File: src/hw/rtl/polyline_segment_length_normalizer_top_defines.svh
// Assertion macros for the polyline segment length normalizer.
`ifndef POLYLINE_SEGMENT_LENGTH_NORMALIZER_TOP_DEFINES_SVH
`define POLYLINE_SEGMENT_LENGTH_NORMALIZER_TOP_DEFINES_SVH
`ifndef SYNTHESIS
`define PSLN_ASSERT(label, prop) \
    label: assert property (@(posedge clk) disable iff (!rst_n) prop) \
        else $error("psln assertion failed");
`define PSLN_ASSERT_IMP(label, ante, cons) \
    label: assert property (@(posedge clk) disable iff (!rst_n) (ante) |-> (cons)) \
        else $error("psln assertion failed");
`else
`define PSLN_ASSERT(label, prop)
`define PSLN_ASSERT_IMP(label, ante, cons)
`endif
`endif

File: src/hw/rtl/psln_pkg.sv
// Package with widths, state codes and register indexes of the normalizer.
`timescale 1ns / 1ps
package psln_pkg;
    localparam int COORD_BITS   = 32;
    localparam int STRAND_BITS  = 8;
    localparam int SPACING_BITS = 31;
    localparam int CFG_ADDR_BITS = 2;

    localparam int MAG_BITS   = COORD_BITS + 1;
    localparam int SQ_BITS    = 2 * MAG_BITS;
    localparam int ROOT_BITS  = SQ_BITS / 2;
    localparam int REM_BITS   = ROOT_BITS + 2;
    localparam int DIST_BITS  = ROOT_BITS + 1;
    localparam int NUM_BITS   = MAG_BITS + SPACING_BITS + 1;
    localparam int Q_BITS     = COORD_BITS + 2;
    localparam int PLACE_BITS = Q_BITS + 2;
    localparam int CNT_BITS   = 7;

    localparam logic [SQ_BITS-1:0] MIN_DIST_SQ = SQ_BITS'(4294);

    localparam logic [CNT_BITS-1:0] SQ_LAST   = CNT_BITS'(MAG_BITS - 1);
    localparam logic [CNT_BITS-1:0] MUL_LAST  = CNT_BITS'(SPACING_BITS - 1);
    localparam logic [CNT_BITS-1:0] SQRT_LAST = CNT_BITS'(ROOT_BITS - 1);
    localparam logic [CNT_BITS-1:0] DIV_LAST  = CNT_BITS'(NUM_BITS - 1);

    localparam logic [CFG_ADDR_BITS-1:0] REG_SPACING     = 2'd0;
    localparam logic [CFG_ADDR_BITS-1:0] REG_ALL_STRANDS = 2'd1;
    localparam logic [CFG_ADDR_BITS-1:0] REG_STRAND_SEL  = 2'd2;

    localparam logic [3:0] ST_IDLE   = 4'd0;
    localparam logic [3:0] ST_SQ     = 4'd1;
    localparam logic [3:0] ST_SQADD  = 4'd2;
    localparam logic [3:0] ST_CHK    = 4'd3;
    localparam logic [3:0] ST_SQRT   = 4'd4;
    localparam logic [3:0] ST_ROUND  = 4'd5;
    localparam logic [3:0] ST_MUL    = 4'd6;
    localparam logic [3:0] ST_NUMADD = 4'd7;
    localparam logic [3:0] ST_DIV    = 4'd8;
    localparam logic [3:0] ST_PLACE  = 4'd9;
    localparam logic [3:0] ST_DONE   = 4'd10;

    typedef logic signed [COORD_BITS-1:0] coord_t;
endpackage

File: src/hw/rtl/polyline_segment_length_normalizer_top.sv
// Polyline segment length normalizer: bit-serial resampling of points to a fixed spacing.
`timescale 1ns / 1ps
`include "polyline_segment_length_normalizer_top_defines.svh"
// One request carries a Q16.16 point, its strand and a first-point flag; one result
// leaves per request. A selected point that is no first point, with spacing nonzero and
// more than about 0.001 inch from the previous output point, is pulled onto the sphere
// of radius spacing around it. All arithmetic runs one bit per cycle through a single
// shift-add multiplier, a restoring square root and a restoring divider. An adjusted
// point runs through the squares of the three axes, the root and its rounding, then
// multiply, divide and placement per axis, plus load and write-back. A point that is
// passed through goes from load to write-back; a selected point found too close stops
// after the squares and the distance check. The output register lets the next
// request in while a result still waits.
module polyline_segment_length_normalizer_top (
    input  logic                                  clk,
    input  logic                                  rst_n,
    input  logic                                  cfg_we,
    input  logic [psln_pkg::CFG_ADDR_BITS-1:0]    cfg_addr,
    input  logic [psln_pkg::SPACING_BITS-1:0]     cfg_wdata,
    input  logic                                  in_valid,
    output logic                                  in_ready,
    input  logic signed [psln_pkg::COORD_BITS-1:0] in_x,
    input  logic signed [psln_pkg::COORD_BITS-1:0] in_y,
    input  logic signed [psln_pkg::COORD_BITS-1:0] in_z,
    input  logic [psln_pkg::STRAND_BITS-1:0]      in_strand,
    input  logic                                  first_point,
    output logic                                  out_valid,
    input  logic                                  out_ready,
    output logic signed [psln_pkg::COORD_BITS-1:0] out_x,
    output logic signed [psln_pkg::COORD_BITS-1:0] out_y,
    output logic signed [psln_pkg::COORD_BITS-1:0] out_z,
    output logic                                  adjusted,
    output logic                                  saturated
);
    import psln_pkg::*;

    // configuration
    logic [SPACING_BITS-1:0] spacing_reg;
    logic                    all_strands_reg;
    logic [STRAND_BITS-1:0]  strand_sel_reg;

    // sequencer
    logic [3:0]          state_reg;
    logic [1:0]          axis_reg;
    logic [CNT_BITS-1:0] cnt_reg;

    // point data
    coord_t              prev_reg [3];
    coord_t              res_reg  [3];
    logic [MAG_BITS-1:0] mag_reg  [3];
    logic [2:0]          neg_reg;
    logic                sat_reg;
    logic                adj_reg;

    // serial datapath
    logic [SQ_BITS-1:0]   prod_reg;
    logic [MAG_BITS-1:0]  mulb_reg;
    logic [SQ_BITS-1:0]   s_reg;
    logic [REM_BITS-1:0]  rem_reg;
    logic [ROOT_BITS-1:0] root_reg;
    logic [DIST_BITS-1:0] dist_reg;
    logic [NUM_BITS-1:0]  num_reg;
    logic [DIST_BITS-1:0] drem_reg;
    logic [Q_BITS-1:0]    q_reg;

    // output register
    logic   out_valid_reg;
    coord_t out_reg [3];
    logic   out_adj_reg;
    logic   out_sat_reg;

    coord_t                in_c [3];
    logic signed [MAG_BITS-1:0] diff [3];
    logic [MAG_BITS-1:0]   mag_next [3];
    logic                  selected;
    logic                  candidate;
    logic                  accept;
    logic                  out_free;
    logic [SQ_BITS-1:0]    prod_next;
    logic [REM_BITS+1:0]   rem2;
    logic [REM_BITS+1:0]   trial;
    logic                  root_bit;
    logic [DIST_BITS:0]    drem2;
    logic                  q_bit;
    logic signed [PLACE_BITS-1:0] place_sum;
    logic                  place_ovf;
    coord_t                place_next;

    assign in_c[0] = in_x;
    assign in_c[1] = in_y;
    assign in_c[2] = in_z;

    assign in_ready = (state_reg == ST_IDLE);
    assign accept   = in_valid && in_ready;
    assign out_free = !out_valid_reg || out_ready;

    assign selected  = all_strands_reg || (in_strand == strand_sel_reg);
    assign candidate = !first_point && selected && (spacing_reg != '0);

    // Difference to the previous output point and its magnitude, per axis.
    always_comb
    begin
        for (int i = 0; i < 3; i++)
        begin
            diff[i] = {in_c[i][COORD_BITS-1], in_c[i]}
                    - {prev_reg[i][COORD_BITS-1], prev_reg[i]};
            mag_next[i] = diff[i][MAG_BITS-1] ? MAG_BITS'(-diff[i]) : MAG_BITS'(diff[i]);
        end
    end

    // One MSB-first shift-add step, shared by the squares and the spacing product.
    assign prod_next = {prod_reg[SQ_BITS-2:0], 1'b0}
                     + (mulb_reg[MAG_BITS-1] ? SQ_BITS'(mag_reg[axis_reg]) : '0);

    // One restoring square root step: two radicand bits in, one root bit out.
    assign rem2     = {rem_reg, s_reg[SQ_BITS-1 -: 2]};
    assign trial    = {2'b00, root_reg, 2'b01};
    assign root_bit = (rem2 >= trial);

    // One restoring division step.
    assign drem2 = {drem_reg, num_reg[NUM_BITS-1]};
    assign q_bit = (drem2 >= {1'b0, dist_reg});

    // Place the point from the previous output and saturate.
    always_comb
    begin
        if (neg_reg[axis_reg])
            place_sum = PLACE_BITS'(prev_reg[axis_reg]) - $signed({2'b00, q_reg});
        else
            place_sum = PLACE_BITS'(prev_reg[axis_reg]) + $signed({2'b00, q_reg});
        place_ovf = (place_sum[PLACE_BITS-1:COORD_BITS-1] != '0)
                 && (place_sum[PLACE_BITS-1:COORD_BITS-1] != '1);
        if (!place_ovf)
            place_next = place_sum[COORD_BITS-1:0];
        else if (place_sum[PLACE_BITS-1])
            place_next = {1'b1, {(COORD_BITS-1){1'b0}}};
        else
            place_next = {1'b0, {(COORD_BITS-1){1'b1}}};
    end

    // Configuration writes; indexes beyond the list drop silently.
    always_ff @(posedge clk or negedge rst_n)
    begin
        if (!rst_n)
        begin
            spacing_reg     <= SPACING_BITS'(65536);
            all_strands_reg <= 1'b1;
            strand_sel_reg  <= STRAND_BITS'(1);
        end
        else if (cfg_we)
        begin
            if (cfg_addr == REG_SPACING)
                spacing_reg <= cfg_wdata;
            else if (cfg_addr == REG_ALL_STRANDS)
                all_strands_reg <= cfg_wdata[0];
            else if (cfg_addr == REG_STRAND_SEL)
                strand_sel_reg <= cfg_wdata[STRAND_BITS-1:0];
        end
    end

    // Sequencer and serial datapath.
    always_ff @(posedge clk or negedge rst_n)
    begin
        if (!rst_n)
        begin
            state_reg     <= ST_IDLE;
            axis_reg      <= '0;
            cnt_reg       <= '0;
            out_valid_reg <= 1'b0;
            for (int i = 0; i < 3; i++)
                prev_reg[i] <= '0;
        end
        else
        begin
            // drop the taken result; in ST_DONE the write-back decides instead
            if (out_valid_reg && out_ready && (state_reg != ST_DONE))
                out_valid_reg <= 1'b0;
            unique case (state_reg)
                ST_IDLE:
                begin
                    if (accept)
                    begin
                        for (int i = 0; i < 3; i++)
                        begin
                            res_reg[i] <= in_c[i];
                            mag_reg[i] <= mag_next[i];
                            neg_reg[i] <= diff[i][MAG_BITS-1];
                        end
                        sat_reg  <= 1'b0;
                        adj_reg  <= 1'b0;
                        axis_reg <= '0;
                        cnt_reg  <= '0;
                        prod_reg <= '0;
                        s_reg    <= '0;
                        mulb_reg <= mag_next[0];
                        state_reg <= candidate ? ST_SQ : ST_DONE;
                    end
                end
                ST_SQ:
                begin
                    prod_reg <= prod_next;
                    mulb_reg <= {mulb_reg[MAG_BITS-2:0], 1'b0};
                    cnt_reg  <= cnt_reg + 1'b1;
                    if (cnt_reg == SQ_LAST)
                        state_reg <= ST_SQADD;
                end
                ST_SQADD:
                begin
                    s_reg    <= s_reg + prod_reg;
                    prod_reg <= '0;
                    cnt_reg  <= '0;
                    if (axis_reg == 2'd2)
                        state_reg <= ST_CHK;
                    else
                    begin
                        axis_reg  <= axis_reg + 1'b1;
                        mulb_reg  <= mag_reg[axis_reg + 1'b1];
                        state_reg <= ST_SQ;
                    end
                end
                ST_CHK:
                begin
                    rem_reg  <= '0;
                    root_reg <= '0;
                    cnt_reg  <= '0;
                    state_reg <= (s_reg > MIN_DIST_SQ) ? ST_SQRT : ST_DONE;
                end
                ST_SQRT:
                begin
                    rem_reg  <= root_bit ? REM_BITS'(rem2 - trial) : REM_BITS'(rem2);
                    root_reg <= {root_reg[ROOT_BITS-2:0], root_bit};
                    s_reg    <= {s_reg[SQ_BITS-3:0], 2'b00};
                    cnt_reg  <= cnt_reg + 1'b1;
                    if (cnt_reg == SQRT_LAST)
                        state_reg <= ST_ROUND;
                end
                ST_ROUND:
                begin
                    // round to nearest: bump when the remainder exceeds the root
                    dist_reg <= {1'b0, root_reg}
                              + DIST_BITS'(rem_reg > {2'b00, root_reg});
                    axis_reg <= '0;
                    cnt_reg  <= '0;
                    prod_reg <= '0;
                    mulb_reg <= {spacing_reg, {(MAG_BITS-SPACING_BITS){1'b0}}};
                    state_reg <= ST_MUL;
                end
                ST_MUL:
                begin
                    prod_reg <= prod_next;
                    mulb_reg <= {mulb_reg[MAG_BITS-2:0], 1'b0};
                    cnt_reg  <= cnt_reg + 1'b1;
                    if (cnt_reg == MUL_LAST)
                        state_reg <= ST_NUMADD;
                end
                ST_NUMADD:
                begin
                    num_reg  <= NUM_BITS'(prod_reg) + NUM_BITS'(dist_reg >> 1);
                    drem_reg <= '0;
                    q_reg    <= '0;
                    cnt_reg  <= '0;
                    state_reg <= ST_DIV;
                end
                ST_DIV:
                begin
                    drem_reg <= q_bit ? DIST_BITS'(drem2 - {1'b0, dist_reg})
                                      : DIST_BITS'(drem2);
                    q_reg    <= {q_reg[Q_BITS-2:0], q_bit};
                    num_reg  <= {num_reg[NUM_BITS-2:0], 1'b0};
                    cnt_reg  <= cnt_reg + 1'b1;
                    if (cnt_reg == DIV_LAST)
                        state_reg <= ST_PLACE;
                end
                ST_PLACE:
                begin
                    res_reg[axis_reg] <= place_next;
                    sat_reg  <= sat_reg | place_ovf;
                    cnt_reg  <= '0;
                    prod_reg <= '0;
                    mulb_reg <= {spacing_reg, {(MAG_BITS-SPACING_BITS){1'b0}}};
                    if (axis_reg == 2'd2)
                    begin
                        adj_reg   <= 1'b1;
                        state_reg <= ST_DONE;
                    end
                    else
                    begin
                        axis_reg  <= axis_reg + 1'b1;
                        state_reg <= ST_MUL;
                    end
                end
                ST_DONE:
                begin
                    // hold until the output register is free, then advance
                    if (out_free)
                    begin
                        for (int i = 0; i < 3; i++)
                        begin
                            out_reg[i]  <= res_reg[i];
                            prev_reg[i] <= res_reg[i];
                        end
                        out_adj_reg   <= adj_reg;
                        out_sat_reg   <= sat_reg;
                        out_valid_reg <= 1'b1;
                        state_reg     <= ST_IDLE;
                    end
                end
                default:
                begin
                    state_reg <= ST_IDLE;
                end
            endcase
        end
    end

    assign out_valid = out_valid_reg;
    assign out_x     = out_reg[0];
    assign out_y     = out_reg[1];
    assign out_z     = out_reg[2];
    assign adjusted  = out_adj_reg;
    assign saturated = out_sat_reg;

    `PSLN_ASSERT(a_leave_idle_on_accept, accept |=> (state_reg != ST_IDLE))
    `PSLN_ASSERT(a_done_holds_when_blocked,
        (state_reg == ST_DONE && out_valid && !out_ready) |=> (state_reg == ST_DONE))
    `PSLN_ASSERT_IMP(a_sat_only_when_adjusted, out_valid && !adjusted, !saturated)
    `PSLN_ASSERT_IMP(a_sqrt_count_bound, state_reg == ST_SQRT, cnt_reg <= SQRT_LAST)
endmodule
File: config.mk
export PLATFORM = sky130hd
export DESIGN_NAME = polyline_segment_length_normalizer_top
export DESIGN_NICKNAME = d
export VERILOG_FILES = /design/src/hw/rtl/psln_pkg.sv /design/src/hw/rtl/polyline_segment_length_normalizer_top.sv
export VERILOG_INCLUDE_DIRS = /design/src /design/src/hw/rtl
export SDC_FILE = /design/constraint.sdc
export NUM_CORES = 2
export LEC_CHECK = 0
export ABC_AREA = 1
export BUFFER_PORTS_ARGS = -buffer_cell sky130_fd_sc_hd__buf_2
export CORE_UTILIZATION = 41
export CTS_CLUSTER_DIAMETER = 40
export DETAILED_ROUTE_END_ITERATION = 10
export GPL_TIMING_DRIVEN = 0
export PLACE_DENSITY = 0.63
export SYNTH_ARGS = -nofsm -noshare
export SYNTH_HDL_FRONTEND = slang
export SYNTH_SLANG_ARGS = --single-unit
File: constraint.sdc
create_clock -name clk -period 20.8 [get_ports clk]
set_input_delay 2.08 -clock clk [delete_from_list [all_inputs] [get_ports clk]]
set_output_delay 2.08 -clock clk [all_outputs]
set_load 0.03 [all_outputs]
# Word-level counts from Yosys, hierarchy flattened

Memory sizes are Yosys's and may differ from the RTL's.
Index checks and enable logic that the tools add are counted.

Logic and storage cells: 189
RAM bits: 291
Output and inout bits: 100
Flip-flop bits (word level): 557
Memories kept: 3
Input bits: 143

Bitwise logic cells: 4
Equality and inequality tests: 28
Reduce and logical (&&, ||, !) cells: 49
Magnitude comparators: 6
Add/sub/neg operators: 16
Muxes and demuxes: 59

Memory list:

| memory  | depth | bits a word | rd ports | clocked after memory_dff | write ports | line                                         | text |
|---|---|---|---|---|---|---|---|
| mag_reg | 3     | 33          | 2        | 0                        | 3           | polyline_segment_length_normalizer_top.sv:50 | `logic [MAG_BITS-1:0] mag_reg [3];` |
| out_reg | 3     | 32          | 3        | 0                        | 3           | polyline_segment_length_normalizer_top.sv:68 | `coord_t out_reg [3];` |
| res_reg | 3     | 32          | 3        | 0                        | 3           | polyline_segment_length_normalizer_top.sv:49 | `coord_t res_reg [3];` |

Operators by type and width:

| operator               | number |
|---|---|
| $pmux W66 S3           | 2 |
| $mux W33               | 6 |
| $mux W32               | 5 |
| $pmux W34 S2           | 2 |
| $pmux W33 S4           | 1 |
| $pmux W65 S2           | 1 |
| $neg A33 Y33           | 3 |
| $sub A32 B32 Y33       | 3 |
| $pmux W35 S2           | 1 |
| $add A66 B33 Y66       | 1 |
| $add A66 B66 Y66       | 1 |
| $gt A66 B13 Y1 const B | 1 |
| $mux W66               | 1 |
| $pmux W33 S2           | 1 |
| $add A65 B33 Y65       | 1 |
| $bmux W32 S2           | 1 |
| $pmux W4 S11           | 1 |
| $ge A37 B35 Y1         | 1 |
| $add A32 B35 Y36       | 1 |
| $mux W36               | 1 |
| $mux W4                | 9 |
| $sub A32 B35 Y36       | 1 |
| $ge A35 B34 Y1         | 1 |
| $gt A35 B33 Y1         | 1 |
| 52 further kinds       | 115 |

# Logic depth before layout (Yosys ltp)

Depth after elaboration: 10
Mapped depth: 30
Gate-level depth less buffers: 29

# Worst setup path before layout

Ideal clock, no wire load.

Kind: in2reg
Start: input port rst_n
End: register drem_reg[0] (enable)
Buffers on the path: 0
Setup slack: 12.449 ns
Arrival time: 7.724 ns
Data required time: 20.173 ns
Cell stages on the path: 2
Cell sequence: inv_1 -> nor2_1

Word-level cells in the longest chain between the ends: 1

Ends and longest elaborated chain:

| what                               | line                                          | text |
|---|---|---|
| start, declared                    | polyline_segment_length_normalizer_top.sv:16  | `input logic rst_n,` |
| $reduce_and A2 Y1 (no source line) | -                                             |  |
| end signal, assigned               | polyline_segment_length_normalizer_top.sv:266 | `drem_reg <= q_bit ? DIST_BITS'(drem2 - {1'b0, dist_reg})` |
| end, declared                      | polyline_segment_length_normalizer_top.sv:63  | `logic [DIST_BITS-1:0] drem_reg;` |

No other way between the ends.
A chain may end at the register's enable or synchronous reset.

==> results.cfg <==
[status]
status = finished, final reports clean

[clocking]
cts_setup_buffers = 0
cts_tree = yes
cts_buffers = 154
clockBufferDepth = 3
ctsRootBufferMaster = clkbuf_16
numClockSinks = 848
cts.reportedPaths.clkPinSlew_ps = 60
clk_latency_ps = 820
h-tree-depth = 4
cts_resized = 0
postCtsHoldBufs = 0

[sta]
relSlewSlack_pct = 12.06
maxSlewViolCount = 0
final.setup.tns_ps = 0
worst_clock_skew_ps = 47.14
post-route-period-util_pct = 32.24
setup_violations = 0
fmax_ghz = 0.1491
hold_violations = 0
fin_crit_ps = 6706
worst_slew_pin_slew_ps = 1314
rsz0062_at_grt = no

[setup_path]
crit_type = register to register
arrival_ps = 7270
start_kind = register
cpMostUsedCell = nand2_1
worstPathRequired_ps = 21360
cp-end-kind = register
crit_fanout = 10
cpPeakStageDelay_ps = 830
cp_slowest_cell = clkbuf_1

[global_route]
top_usage_layer = met2
overflow = 0
antenna_found_initial = 1
grt_pass1_wl_um = 367100
gr-usage-met3_pct = 4.368
grt_max_degree = 102
first_global_vias = 57560
grt_use_total_pct = 32.32
grt_use_met1_pct = 40.70
grtUsageMet2_pct = 52.72

[die]
start_util_pct = 41.27
pin_count = 243
die_h_um = 393.0
die-area_um2 = 154500
fp-row-count = 143
die_w_um = 393.0
core_um2 = 151900

[yosys]
syn_area_per_cell_um2 = 7.383
yosysWarnings = 0
seq_area_frac_synth_pct = 39.43
synth_seq_cells = 848
synth_edf_count = 698
netlist_area_um2 = 62690
synthFlopType = edfxtp_1
async_flop_share_pct = 17.69
syn_nets = 8985
synth_cell_types = 73
synth_cells = 8491

[final_layout]
stdcell_area_um2 = 72240
largest_reg_flops = 99
multi_input_area_um2 = 32900
fillerInstances = 15290
fin_nets = 9404
post-route-util_pct = 47.55
area_growth_pct = 15.23
diodes = 0
drive_gt1_share_pct = 8.273
ff_latch_area_um2 = 24720

[drt]
via_count = 60430
vias_per_cell = 5.458
drt_wl_total_um = 252800
wl_per_cell_um = 22.83
remaining_drc_errors = 0
drt_iter0_drc = 5337
dr.pass1.iters = 8
ant_nets = 0

[power]
leakagePower_nw = 32.59
total_power_mw = 13.68
vdd_ir_drop_max_mv = 0.5519
p_per_area_nw_per_um2 = 189.4

[place]
hpwl_um = 208700
place_area_um2 = 66940
routabilityCongestion = 0.9962
portBuffers = 242

[worst_hold_path]
hold_path_class = register to register

[flow_run]
maxCapViolations = 0
metal layers:
metal	vias to the layer above	wire [um]
met1	28420	104600
met2	2254	116000
li1	29190	-
met4	0	16930
met3	566	15230
met5	-	0
per-stage QoR:
stage	setup slack, ps	hold WS, ps	cells
2_1_floorplan	12450	400.3	8491
3_3_place_gp	5317	405.3	10760
3_5_place_dp	14260	406.8	10780
4_1_cts	14270	429.4	11070
5_1_grt	13820	439.2	11070
6_report	14090	433.0	11070
placed cells by master (no fill, tap or decap), drive strengths merged, types with 3 or more instances in the layout:
cell type and n:
fa 8, a21oi 737, nand2 2256, xor2 192
clkbuf 315, o21ai 620, o22ai 10, nor4 51
a31oi 62, clkinv 43, edfxtp 698, clkinvlp 16
o221ai 3, bufinv 15, nor3 120, o21a 27
ha 343, a21boi 16, nand3 412, dfstp 3
a211oi 9, o31ai 4, buf 310, o211ai 33
a21o 67, a221oi 32, nor2 986, and3 5
o21bai 34, or2 34, dfrtp 147, inv 1201
mux2 15, o2111ai 6, nand4 84, xnor2 77
nand3b 26, and2 8
synthesized netlist by cell type (all sizes together) (120+ instances only):
library cell / number / area share [%]
dfrtp: 147 / 5.9
edfxtp: 698 / 33
inv: 1163 / 7.0
nor2: 986 / 6.1
nand2: 2256 / 14
nor3: 120 / 1.1
o21ai: 620 / 5.0
clkbuf: 138 / 0.83
ha: 343 / 6.8
nand3: 412 / 3.4
xor2: 192 / 2.7
a21oi: 737 / 5.9
power by group:
| group | switching [mW] | internal, mW |
|---|---|---|
| Clock | 0.984 | 1.61 |
| Sequential | 0.352 | 2.50 |
| Combinational | 6.05 | 2.20 |
| Total | 7.38 | 6.30 |
final timing paths:
| path | from | end | slack [ps] | cells after the start |
|---|---|---|---|---|
| hold reg to reg | adj_reg | adjusted | 430 | 0 |
| max in group asynchronous | rst_n | spacing_reg[21] | 18540 | 2 |
| setup / recovery | axis_reg[0] | res_reg[0][23] | 14090 | 26 |
| min in group asynchronous | rst_n | prev_reg[49] | 1190 | 1 |
| hold / removal | adj_reg | adjusted | 430 | 0 |
| setup reg to reg | axis_reg[0] | res_reg[0][23] | 14090 | 26 |
layout make-up:
class	count	share of cell area [%]
Tap cell	2030	3.516
Buffer	185	1.055
Clock inverter	110	1.767
Timing Repair Buffer	263	2.279
Inverter	1165	6.057
Clock buffer	177	5.569
Sequential cell	848	34.22
Multi-Input combinational cell	6293	45.54
kinds of logic after synthesis:
kind of cell,synth area share (%)
adder cells (fa/ha/maj),7.102
buffers and inverters,8.191
XOR/XNOR,3.806
AO/OA/AOI/OAI,14.64
flip-flops,39.43
AND/OR/NAND/NOR,26.55
multiplexers,0.2854
critical path, delay by kind of cell (launching register included):
kind	cells	cell delay (ps)
and+or+nand+nor	14	1790
DFF	1	370
adders and majority gates	1	430
AOI/OAI and AO/OA	5	1200
buffers and inverters	6	2670
Power figures use the tool's default switching activity.
